### config.mk
export PLATFORM = sky130hd
export DESIGN_NAME = two_load_surplus_regulator_core
export DESIGN_NICKNAME = d
export VERILOG_FILES = /design/src/rtl/tlsr_pkg.sv /design/src/rtl/tlsr_avg.sv /design/src/rtl/tlsr_ctrl.sv /design/src/rtl/two_load_surplus_regulator_core.sv
export SDC_FILE = /design/constraint.sdc
export NUM_CORES = 2
export LEC_CHECK = 0
export ABC_AREA = 1
export BUFFER_PORTS_ARGS = -buffer_cell sky130_fd_sc_hd__buf_2
export CORE_ASPECT_RATIO = 2
export CORE_MARGIN = 2
export CORE_UTILIZATION = 50
export CTS_BUF_LIST = sky130_fd_sc_hd__clkbuf_2
export DETAILED_ROUTE_END_ITERATION = 10
export MAX_ROUTING_LAYER = met4
export PLACE_DENSITY = 0.76
export SETUP_SLACK_MARGIN = 0.4
export SYNTH_ARGS = -nofsm -noshare
export SYNTH_HDL_FRONTEND = slang
export SYNTH_SLANG_ARGS = --single-unit
### constraint.sdc
create_clock -name clock -period 23.7 [get_ports clock]
set_input_delay 7.11 -clock clock [delete_from_list [all_inputs] [get_ports clock]]
set_output_delay 7.11 -clock clock [all_outputs]
set_load 0.03 [all_outputs]
### src/rtl/tlsr_pkg.sv
`timescale 1ns / 1ps
`default_nettype none

package tlsr_pkg;

   // Boxcar averaging depth and the widths that follow from it.
   localparam int AvgDepth = 10;
   localparam int PosW = (AvgDepth > 1) ? $clog2(AvgDepth) : 1;
   localparam int TotW = 16 + $clog2(AvgDepth);
   // Reciprocal for the divide by AvgDepth: floor(mag * RecipMul >> RecipShift)
   // equals floor(mag / AvgDepth) for every TotW-bit magnitude.
   localparam int RecipShift = TotW + $clog2(AvgDepth);
   localparam logic [RecipShift:0] RecipMul =
      (RecipShift + 1)'(((64'd1 << RecipShift) + 64'(AvgDepth) - 64'd1) / 64'(AvgDepth));
   localparam int ProdW = TotW + RecipShift + 1;

   localparam logic [16:0] ElapsedMax = 17'h1FFFF;

   // Configuration register indexes.
   localparam logic [2:0] RegEnableThr   = 3'd0;
   localparam logic [2:0] RegKillThr     = 3'd1;
   localparam logic [2:0] RegMinSolar    = 3'd2;
   localparam logic [2:0] RegLoad1Boot   = 3'd3;
   localparam logic [2:0] RegLoad2Boot   = 3'd4;
   localparam logic [2:0] RegSettle      = 3'd5;
   localparam logic [2:0] RegActuate     = 3'd6;
   localparam logic [2:0] RegInitPeriod  = 3'd7;

   // Load command codes.
   localparam logic [1:0] CmdNone   = 2'd0;
   localparam logic [1:0] CmdEngage = 2'd1;
   localparam logic [1:0] CmdKill   = 2'd2;

   // Control state codes as seen on the result.
   localparam logic [3:0] CodeDefault = 4'd0;
   localparam logic [3:0] CodeKillAll = 4'd1;
   localparam logic [3:0] CodeOffOff  = 4'd2;
   localparam logic [3:0] CodeEngage1 = 4'd3;
   localparam logic [3:0] CodeOnOff   = 4'd4;
   localparam logic [3:0] CodeEngage2 = 4'd5;
   localparam logic [3:0] CodeOnOn    = 4'd6;
   localparam logic [3:0] CodeKill1   = 4'd7;
   localparam logic [3:0] CodeKill2   = 4'd8;

   typedef enum logic [7:0] {
      ST_KILL_ALL = 8'b0000_0001,
      ST_OFF_OFF  = 8'b0000_0010,
      ST_ENGAGE1  = 8'b0000_0100,
      ST_ON_OFF   = 8'b0000_1000,
      ST_ENGAGE2  = 8'b0001_0000,
      ST_ON_ON    = 8'b0010_0000,
      ST_KILL1    = 8'b0100_0000,
      ST_KILL2    = 8'b1000_0000
   } ctrl_state_type;

   typedef struct packed {
      logic signed [15:0] enable_thr;
      logic signed [15:0] kill_thr;
      logic [14:0]        min_solar;
      logic [15:0]        load1_boot;
      logic [15:0]        load2_boot;
      logic [15:0]        settle;
      logic [15:0]        actuate;
      logic [15:0]        initial_period;
   } cfg_type;

   typedef struct packed {
      logic [3:0]  state_code;
      logic [1:0]  load1_cmd;
      logic [1:0]  load2_cmd;
      logic        event_flag;
      logic [14:0] shed_solar;
      logic [15:0] load1_engages;
      logic [15:0] load1_disengages;
      logic [15:0] load2_engages;
      logic [15:0] load2_disengages;
   } ctrl_status_type;

   function automatic logic [3:0] state_code(input ctrl_state_type st);
      logic [3:0] code;
      case (st)
         ST_KILL_ALL: code = CodeKillAll;
         ST_OFF_OFF:  code = CodeOffOff;
         ST_ENGAGE1:  code = CodeEngage1;
         ST_ON_OFF:   code = CodeOnOff;
         ST_ENGAGE2:  code = CodeEngage2;
         ST_ON_ON:    code = CodeOnOn;
         ST_KILL1:    code = CodeKill1;
         ST_KILL2:    code = CodeKill2;
         default:     code = CodeDefault;
      endcase
      return code;
   endfunction

endpackage

`default_nettype wire

### src/rtl/tlsr_avg.sv
`timescale 1ns / 1ps
`default_nettype none

module tlsr_avg (
   input  wire logic               clock,
   input  wire logic               reset,
   input  wire logic               sample_accept,
   input  wire logic signed [15:0] import_watts,
   input  wire logic [14:0]        solar_watts,
   output logic signed [15:0]      average,
   output logic [14:0]             last_solar,
   output logic [14:0]             peak_solar
);
   import tlsr_pkg::*;

   logic signed [15:0]     ring_ff [AvgDepth];
   logic [PosW-1:0]        pos_ff, pos_in;
   logic signed [TotW-1:0] total_ff, total_in;
   logic signed [15:0]     avg_ff, avg_in;
   logic [14:0]            solar_ff;
   logic [14:0]            peak_ff, peak_in;

   logic [TotW-1:0]  mag;
   logic [ProdW-1:0] prod;
   logic [15:0]      quot;

   // Replace the oldest sample and update the running total.
   assign total_in = total_ff - TotW'(ring_ff[pos_ff]) + TotW'(import_watts);
   assign pos_in   = (pos_ff == PosW'(AvgDepth - 1)) ? '0 : pos_ff + 1'b1;

   // Divide by the depth through a reciprocal multiply on the magnitude, so the
   // quotient truncates toward zero.
   assign mag    = total_in[TotW-1] ? TotW'(-total_in) : TotW'(total_in);
   assign prod   = ProdW'(mag) * ProdW'(RecipMul);
   assign quot   = 16'(prod >> RecipShift);
   assign avg_in = total_in[TotW-1] ? -$signed(quot) : $signed(quot);

   assign peak_in = (solar_watts > peak_ff) ? solar_watts : peak_ff;

   always_ff @(posedge clock) begin
      if (reset) begin
         for (int i = 0; i < AvgDepth; i++) begin
            ring_ff[i] <= '0;
         end
         pos_ff   <= '0;
         total_ff <= '0;
         avg_ff   <= '0;
         solar_ff <= '0;
         peak_ff  <= '0;
      end else if (sample_accept) begin
         ring_ff[pos_ff] <= import_watts;
         pos_ff          <= pos_in;
         total_ff        <= total_in;
         avg_ff          <= avg_in;
         solar_ff        <= solar_watts;
         peak_ff         <= peak_in;
      end
   end

   assign average    = avg_ff;
   assign last_solar = solar_ff;
   assign peak_solar = peak_ff;

endmodule

`default_nettype wire

### src/rtl/tlsr_ctrl.sv
`timescale 1ns / 1ps
`default_nettype none

module tlsr_ctrl (
   input  wire logic               clock,
   input  wire logic               reset,
   input  wire logic               tick_accept,
   input  wire logic               item_accept,
   input  wire logic signed [15:0] average,
   input  wire logic [14:0]        last_solar,
   input  wire tlsr_pkg::cfg_type  cfg,
   input  wire logic               init_period_wr,
   input  wire logic [15:0]        init_period_value,
   output tlsr_pkg::ctrl_status_type status
);
   import tlsr_pkg::*;

   ctrl_state_type state_ff, state_in, state_dec;
   logic [16:0] decide_el_ff, decide_el_in, decide_inc;
   logic [16:0] act_el_ff, act_el_in, act_inc;
   logic [15:0] period_ff, period_in;
   logic [14:0] shed_ff, shed_in;
   logic [1:0]  cmd1_ff, cmd1_in, cmd2_ff, cmd2_in;
   logic        ev_ff, ev_in;
   logic [15:0] l1e_ff, l1e_in, l1d_ff, l1d_in, l2e_ff, l2e_in, l2d_ff, l2d_in;
   logic        decide_fire, act_fire;

   assign decide_inc  = (decide_el_ff == ElapsedMax) ? decide_el_ff : decide_el_ff + 1'b1;
   assign act_inc     = (act_el_ff == ElapsedMax) ? act_el_ff : act_el_ff + 1'b1;
   assign decide_fire = decide_inc > {1'b0, period_ff};
   assign act_fire    = act_inc > {1'b0, cfg.actuate};

   always_comb begin
      state_dec    = state_ff;
      state_in     = state_ff;
      period_in    = period_ff;
      shed_in      = shed_ff;
      decide_el_in = decide_el_ff;
      act_el_in    = act_el_ff;
      cmd1_in      = CmdNone;
      cmd2_in      = CmdNone;
      ev_in        = 1'b0;
      l1e_in       = l1e_ff;
      l1d_in       = l1d_ff;
      l2e_in       = l2e_ff;
      l2d_in       = l2d_ff;

      if (tick_accept) begin
         decide_el_in = decide_fire ? '0 : decide_inc;
         act_el_in    = act_fire ? '0 : act_inc;

         // Decide step: engage the next load on surplus, shed one on strong export.
         if (decide_fire) begin
            if (average > cfg.enable_thr && last_solar > cfg.min_solar) begin
               period_in = cfg.load1_boot;
               if (state_ff == ST_OFF_OFF) begin
                  state_dec = ST_ENGAGE1;
                  ev_in     = 1'b1;
               end else if (state_ff == ST_ON_OFF) begin
                  state_dec = ST_ENGAGE2;
                  period_in = cfg.load2_boot;
                  ev_in     = 1'b1;
               end
            end else if (average <= cfg.kill_thr) begin
               period_in = cfg.settle;
               if (state_ff == ST_ON_OFF) begin
                  state_dec = ST_KILL1;
                  shed_in   = last_solar;
                  ev_in     = 1'b1;
               end else if (state_ff == ST_ON_ON) begin
                  state_dec = ST_KILL2;
                  shed_in   = last_solar;
                  ev_in     = 1'b1;
               end
            end
         end

         // Actuate step sees the state that the decide step just produced.
         state_in = state_dec;
         if (act_fire) begin
            case (state_dec)
               ST_ENGAGE1: begin
                  cmd1_in  = CmdEngage;
                  state_in = ST_ON_OFF;
                  l1e_in   = (l1e_ff == 16'hFFFF) ? l1e_ff : l1e_ff + 1'b1;
                  ev_in    = 1'b1;
               end
               ST_ENGAGE2: begin
                  cmd2_in  = CmdEngage;
                  state_in = ST_ON_ON;
                  l2e_in   = (l2e_ff == 16'hFFFF) ? l2e_ff : l2e_ff + 1'b1;
                  ev_in    = 1'b1;
               end
               ST_KILL1: begin
                  cmd1_in  = CmdKill;
                  state_in = ST_OFF_OFF;
                  l1d_in   = (l1d_ff == 16'hFFFF) ? l1d_ff : l1d_ff + 1'b1;
                  ev_in    = 1'b1;
               end
               ST_KILL2: begin
                  cmd2_in  = CmdKill;
                  state_in = ST_ON_OFF;
                  l2d_in   = (l2d_ff == 16'hFFFF) ? l2d_ff : l2d_ff + 1'b1;
                  ev_in    = 1'b1;
               end
               ST_KILL_ALL: begin
                  cmd1_in  = CmdKill;
                  cmd2_in  = CmdKill;
                  state_in = ST_OFF_OFF;
                  ev_in    = 1'b1;
               end
               default: begin
                  state_in = state_dec;
               end
            endcase
         end
      end

      // Writing the initial period also reloads the running decision period.
      if (init_period_wr) begin
         period_in = init_period_value;
      end
   end

   always_ff @(posedge clock) begin
      if (reset) begin
         state_ff     <= ST_KILL_ALL;
         decide_el_ff <= ElapsedMax;
         act_el_ff    <= ElapsedMax;
         period_ff    <= 16'd5;
         shed_ff      <= '0;
         cmd1_ff      <= CmdNone;
         cmd2_ff      <= CmdNone;
         ev_ff        <= 1'b0;
         l1e_ff       <= '0;
         l1d_ff       <= '0;
         l2e_ff       <= '0;
         l2d_ff       <= '0;
      end else begin
         period_ff <= period_in;
         if (item_accept) begin
            state_ff     <= state_in;
            decide_el_ff <= decide_el_in;
            act_el_ff    <= act_el_in;
            shed_ff      <= shed_in;
            cmd1_ff      <= cmd1_in;
            cmd2_ff      <= cmd2_in;
            ev_ff        <= ev_in;
            l1e_ff       <= l1e_in;
            l1d_ff       <= l1d_in;
            l2e_ff       <= l2e_in;
            l2d_ff       <= l2d_in;
         end
      end
   end

   assign status.state_code       = state_code(state_ff);
   assign status.load1_cmd        = cmd1_ff;
   assign status.load2_cmd        = cmd2_ff;
   assign status.event_flag       = ev_ff;
   assign status.shed_solar       = shed_ff;
   assign status.load1_engages    = l1e_ff;
   assign status.load1_disengages = l1d_ff;
   assign status.load2_engages    = l2e_ff;
   assign status.load2_disengages = l2d_ff;

`ifndef SYNTH
   // A command always comes with the event flag.
   a_cmd_event: assert property (@(posedge clock) disable iff (reset)
      (cmd1_ff != CmdNone || cmd2_ff != CmdNone) |-> ev_ff)
      else $error("load command without event flag");

   // Killing both loads at once only happens on the way to off/off.
   a_kill_all: assert property (@(posedge clock) disable iff (reset)
      (cmd1_ff == CmdKill && cmd2_ff == CmdKill) |-> state_ff == ST_OFF_OFF)
      else $error("double kill did not land in off/off");

   // A power sample never produces an event.
   a_sample_quiet: assert property (@(posedge clock) disable iff (reset)
      (item_accept && !tick_accept) |=> !ev_ff)
      else $error("event flag set on a power sample");

   // The control state moves only when an item is taken.
   a_state_hold: assert property (@(posedge clock) disable iff (reset)
      !item_accept |=> $stable(state_ff))
      else $error("control state changed without an item");
`endif

endmodule

`default_nettype wire

### src/rtl/two_load_surplus_regulator_core.sv
// A result appears on rsp in the cycle after its item transfer on req.
// Throughput: one item per cycle while rsp is not stalled; a sample or a tick is fully processed in a
// single pass, so the next transfer is taken while the previous result leaves.
// Reset (synchronous, active high) loads the register defaults, clears the
// averaging ring and counters, enters the kill-all state and primes both timers
// so that the first tick fires them.
`timescale 1ns / 1ps
`default_nettype none

module two_load_surplus_regulator_core (
   input  wire logic         clock,
   input  wire logic         reset,
   // Item input channel.
   input  wire logic         req_tvalid,
   output logic              req_tready,
   input  wire logic [31:0]  req_tdata,   // [15:0] import_watts, [30:16] solar_watts, [31] zero
   input  wire logic         req_tuser,   // [0] mode: 0 power sample, 1 one-second tick
   // Result channel.
   output logic              rsp_tvalid,
   input  wire logic         rsp_tready,
   output logic [119:0]      rsp_tdata,   // [15:0] avg_import, [19:16] control_state,
                                          // [21:20] load1_command, [23:22] load2_command,
                                          // [24] event_flag, [39:25] peak_solar,
                                          // [54:40] solar_at_shed, [70:55] load1_engages,
                                          // [86:71] load1_disengages, [102:87] load2_engages,
                                          // [118:103] load2_disengages, [119] zero
   // Configuration write channel.
   input  wire logic         csr_valid,
   output logic              csr_ready,
   input  wire logic [2:0]   csr_index,
   input  wire logic [15:0]  csr_data
);
   import tlsr_pkg::*;

   cfg_type         cfg_ff, cfg_in;
   logic            rsp_valid_ff, rsp_valid_in;
   logic            item_accept, sample_accept, tick_accept;
   logic            csr_write, init_period_wr;
   logic signed [15:0] average;
   logic [14:0]     last_solar, peak_solar;
   ctrl_status_type status;

   // The result registers live in the two submodules and hold still while a
   // result waits, so a new transfer is taken whenever the output slot is free
   // or is being emptied in the same cycle.
   assign req_tready    = !rsp_valid_ff || rsp_tready;
   assign item_accept   = req_tvalid && req_tready;
   assign sample_accept = item_accept && !req_tuser;
   assign tick_accept   = item_accept && req_tuser;
   assign rsp_valid_in  = item_accept || (rsp_valid_ff && !rsp_tready);

   // Configuration writes are always taken; the user must issue them only while idle.
   assign csr_ready      = 1'b1;
   assign csr_write      = csr_valid && csr_ready;
   assign init_period_wr = csr_write && (csr_index == RegInitPeriod);

   always_comb begin
      cfg_in = cfg_ff;
      if (csr_write) begin
         case (csr_index)
            RegEnableThr:  cfg_in.enable_thr     = $signed(csr_data);
            RegKillThr:    cfg_in.kill_thr       = $signed(csr_data);
            RegMinSolar:   cfg_in.min_solar      = csr_data[14:0];
            RegLoad1Boot:  cfg_in.load1_boot     = csr_data;
            RegLoad2Boot:  cfg_in.load2_boot     = csr_data;
            RegSettle:     cfg_in.settle         = csr_data;
            RegActuate:    cfg_in.actuate        = csr_data;
            RegInitPeriod: cfg_in.initial_period = csr_data;
            default:       cfg_in = cfg_ff;
         endcase
      end
   end

   always_ff @(posedge clock) begin
      if (reset) begin
         rsp_valid_ff          <= 1'b0;
         cfg_ff.enable_thr     <= -16'sd90;
         cfg_ff.kill_thr       <= -16'sd1000;
         cfg_ff.min_solar      <= '0;
         cfg_ff.load1_boot     <= 16'd60;
         cfg_ff.load2_boot     <= 16'd60;
         cfg_ff.settle         <= 16'd60;
         cfg_ff.actuate        <= 16'd10;
         cfg_ff.initial_period <= 16'd5;
      end else begin
         rsp_valid_ff <= rsp_valid_in;
         cfg_ff       <= cfg_in;
      end
   end

   // Sample path: ring buffer, boxcar average and solar tracking.
   tlsr_avg u_avg (
      .clock         (clock),
      .reset         (reset),
      .sample_accept (sample_accept),
      .import_watts  ($signed(req_tdata[15:0])),
      .solar_watts   (req_tdata[30:16]),
      .average       (average),
      .last_solar    (last_solar),
      .peak_solar    (peak_solar)
   );

   // Tick path: decide and actuate timers, load state and command counters.
   // A write of the initial period hands the new value straight to the
   // running decision period, in the same cycle as the register write.
   tlsr_ctrl u_ctrl (
      .clock             (clock),
      .reset             (reset),
      .tick_accept       (tick_accept),
      .item_accept       (item_accept),
      .average           (average),
      .last_solar        (last_solar),
      .cfg               (cfg_ff),
      .init_period_wr    (init_period_wr),
      .init_period_value (csr_data),
      .status            (status)
   );

   assign rsp_tvalid = rsp_valid_ff;
   assign rsp_tdata  = {1'b0,
                        status.load2_disengages,
                        status.load2_engages,
                        status.load1_disengages,
                        status.load1_engages,
                        status.shed_solar,
                        peak_solar,
                        status.event_flag,
                        status.load2_cmd,
                        status.load1_cmd,
                        status.state_code,
                        average};

endmodule

`default_nettype wire

==> results.toml <==
[place]
globalplace.congestion = 1.00
dp_hpwl_um = 80100
portBuffers = 176

[status]
status = "finished clean"

[route]
drtIter0Drc = 1794
ant_nets = 0
drc = 0
routed_via_density = 5.56
routed_wl_um = 107000
vias = 31600
first_pass_iters = 6
wl_per_cell_um = 18.8

[finish]
nets = 5182
syn_to_final_growth_pct = 8.13
drive_gt1_frac = 0.101

[worst_setup_path]
timing.reg2reg.setup_slack_ns = 10.20
cpMaxStageDelayCell = "xor2_1"
endpoint = "u_avg.average[12]"
crit_start = "req_tdata[2]"
crit_path_max_incr_delay_ns = 0.63
cp_common_cell = "inv_1"
rr_endpoint = "u_avg.average[12]"
start_kind = "input port"
cp_max_fo = 5
cp-end-kind = "register"
cp.arrival_ns = 17.71
crit_type = "in -> reg"
critical_path_required_ns = 24.80
rr_worst_depth = 52

[global_routing]
overflow = 0
grt_pass1_vias = 31800
grt_pass1_wl_um = 166000
antenna_found_initial = 4
grt_start_max_net_pins = 91
grt.total_usage = 0.288

[sta]
finClkSkew_ns = 0.133
max-slew-margin-rel = 0.174
fmax_mhz = 60.2
tightest_slew_ns = 1.23
setup_viol_count_final = 0
drv_slew = 0
hold_viol = 0
rsz0062_at_grt = "no"
post-route-period-util = 0.701
setup-tns-final_ns = 0
fin_crit_ns = 16.61

[clocking]
cts.repair.resized = 0
h-tree-depth = 4
cts_tree = "yes"
cts_inserted_buffers = 131
clock_latency_ns = 1.26
cts.clk_slew.worst_paths_ns = 0.11
postCtsHoldBufs = 0
clock_path_buffers = 3
post-cts-setup-buffer-count = 0
ctsRootBufferMaster = "clkbuf_2"
cts_sinks = 584

[synth]
synth_fp_nets = 4988
synthCells = 4459
ys_warn_count = 0
netlist.area_leader.share = 0.205
yosys.area.top_type = "edfxtp_1"
avgSynthCellArea_sq_um = 8.40
synth_edf_count = 256
synth_area_leaders = "edfxtp_1 21%, dfxtp_1 18%, ha_1 11%"
ys_seq_elements = 584
seq_area_frac_synth = 0.381
synth_cell_types = 70
syn_area_sq_um = 37500
synthArstFlopShare = 0
synth_ff_type = "dfxtp_1"

[die]
core.rowCount = 142
ios = 180
core_area_sq_um = 74600
start_util = 0.502
die_area_sq_um = 77300
die-height_um = 391
die_w_um = 198

[flow_run]
drv_cap = 0

[worst_hold_path]
hold_class = "reg -> reg"
## state kept, by name, indices dropped and copies added, names as in the netlist, 2 cells and up, named ones only
signal               cells
u_avg.ring_ff          256
u_avg.pos_ff             4
u_ctrl.l2e_ff           16
u_ctrl.decide_el_ff     17
u_ctrl.l1e_ff           16
u_avg.peak_solar        15
u_ctrl.cmd1_ff           2
u_avg.average           16
u_ctrl.l2d_ff           16
u_avg.last_solar        15
u_ctrl.state_ff          8
u_avg.total_ff          20
u_ctrl.cmd2_ff           2
cfg_ff                 111
u_ctrl.period_ff        16
u_ctrl.shed_ff          15
u_ctrl.act_el_ff        17
u_ctrl.l1d_ff           16
## through the flow
| stage | setup slack (ns) | cells | cell area (sq um) | utilization | hold slack (ns) |
|---|---|---|---|---|---|
| after CTS | 7.38 | 5682 | 40500 | 0.543 | 0.470 |
| after detailed placement | 6.17 | 5456 | 39200 | 0.525 | 0.443 |
| after global routing | 6.59 | 5686 | 40500 | 0.543 | 0.484 |
| after floorplan | 8.25 | 4459 | 37500 | - | 0.429 |
| final | 7.09 | 5686 | 40500 | 0.543 | 0.468 |
| after global placement | 6.20 | 5456 | 39200 | 0.525 | 0.438 |
## synthesized netlist by cell type, drive strengths merged, types with 11 or more instances
library cell and n:
inv 776, nand2 658, nor2 490, dfxtp 328
ha 315, o21ai 283, a21oi 280, edfxtp 256
nand3 165, fa 157, clkbuf 129, o211ai 113
nor3 79, xor2 70, mux2i 65, nand4 40
a31oi 36, xnor2 36, nor4 28, buf 23
a211oi 22, o22ai 17, o2111ai 16, nand3b 11
## final cells by class
cell class	count	area [sq um]
fillers	6972	34100
flip-flops and latches	584	14300
well taps	936	1170
clock inverters	42	362
inverters	780	2940
diodes	4	10.0
clock buffers	184	921
repair buffers	213	1160
multi-input cells	2943	19700
## worst max-delay path, delay by kind of cell
| family | cells | cell delay (ns) |
|---|---|---|
| xor gates and xnor gates | 3 | 1.52 |
| and+or+nand+nor | 15 | 2.02 |
| adders and majority gates | 11 | 4.85 |
| buffers and inverters | 11 | 1.11 |
| AOI/OAI and AO/OA | 6 | 1.09 |
## per-layer routing
metal / GRT usage / wire [um] / vias to the layer above
met5: - / 0 / -
met3: 0.0429 / 5630 / 458
li1: - / - / 15200
met4: 0.221 / 9120 / 0
met2: 0.520 / 56000 / 1109
met1: 0.271 / 36100 / 14900
## placed cells by master, fill, tap and decap left out, types with 27 or more instances in the layout
cell,synthesis,final
inv_1,762,761
nand2_1,648,648
nor2_1,479,477
dfxtp_1,328,326
ha_1,315,315
a21oi_1,280,280
o21ai_0,276,276
edfxtp_1,256,256
clkbuf_2,1,184
buf_2,3,175
nand3_1,160,160
fa_1,157,157
o211ai_1,113,113
nor3_1,74,73
xor2_1,69,69
mux2i_1,65,65
nand4_1,39,39
buf_4,4,38
a31oi_1,36,36
xnor2_1,35,35
nor4_1,27,27
## worst min-delay path by stage
stage                     slack, ns  cells past startpoint     endpoint         from
after global routing           0.48                      2   cfg_ff[97]   cfg_ff[97]
final                          0.47                      2   cfg_ff[86]   cfg_ff[86]
after floorplan                0.43                      2   cfg_ff[51]   cfg_ff[51]
after detailed placement       0.44                      2   cfg_ff[52]   cfg_ff[52]
after global placement         0.44                      2   cfg_ff[36]   cfg_ff[36]
after CTS                      0.47                      2  cfg_ff[117]  cfg_ff[117]
## cell families after synthesis
| group | after synthesis | share of synthesized area |
|---|---|---|
| buffers and inverters | 932 | 0.0944 |
| XOR/XNOR | 107 | 0.0258 |
| AO/OA/AOI/OAI | 810 | 0.124 |
| AND/OR/NAND/NOR | 1487 | 0.168 |
| adder cells (fa/ha/maj) | 472 | 0.189 |
| other | 2 | 0.000200 |
| flip-flops | 584 | 0.381 |
| multiplexers | 65 | 0.0174 |
Power is left out: the tool's default activity adds up to more than one toggle a clock period on the data nets, which glitch-free logic cannot reach.
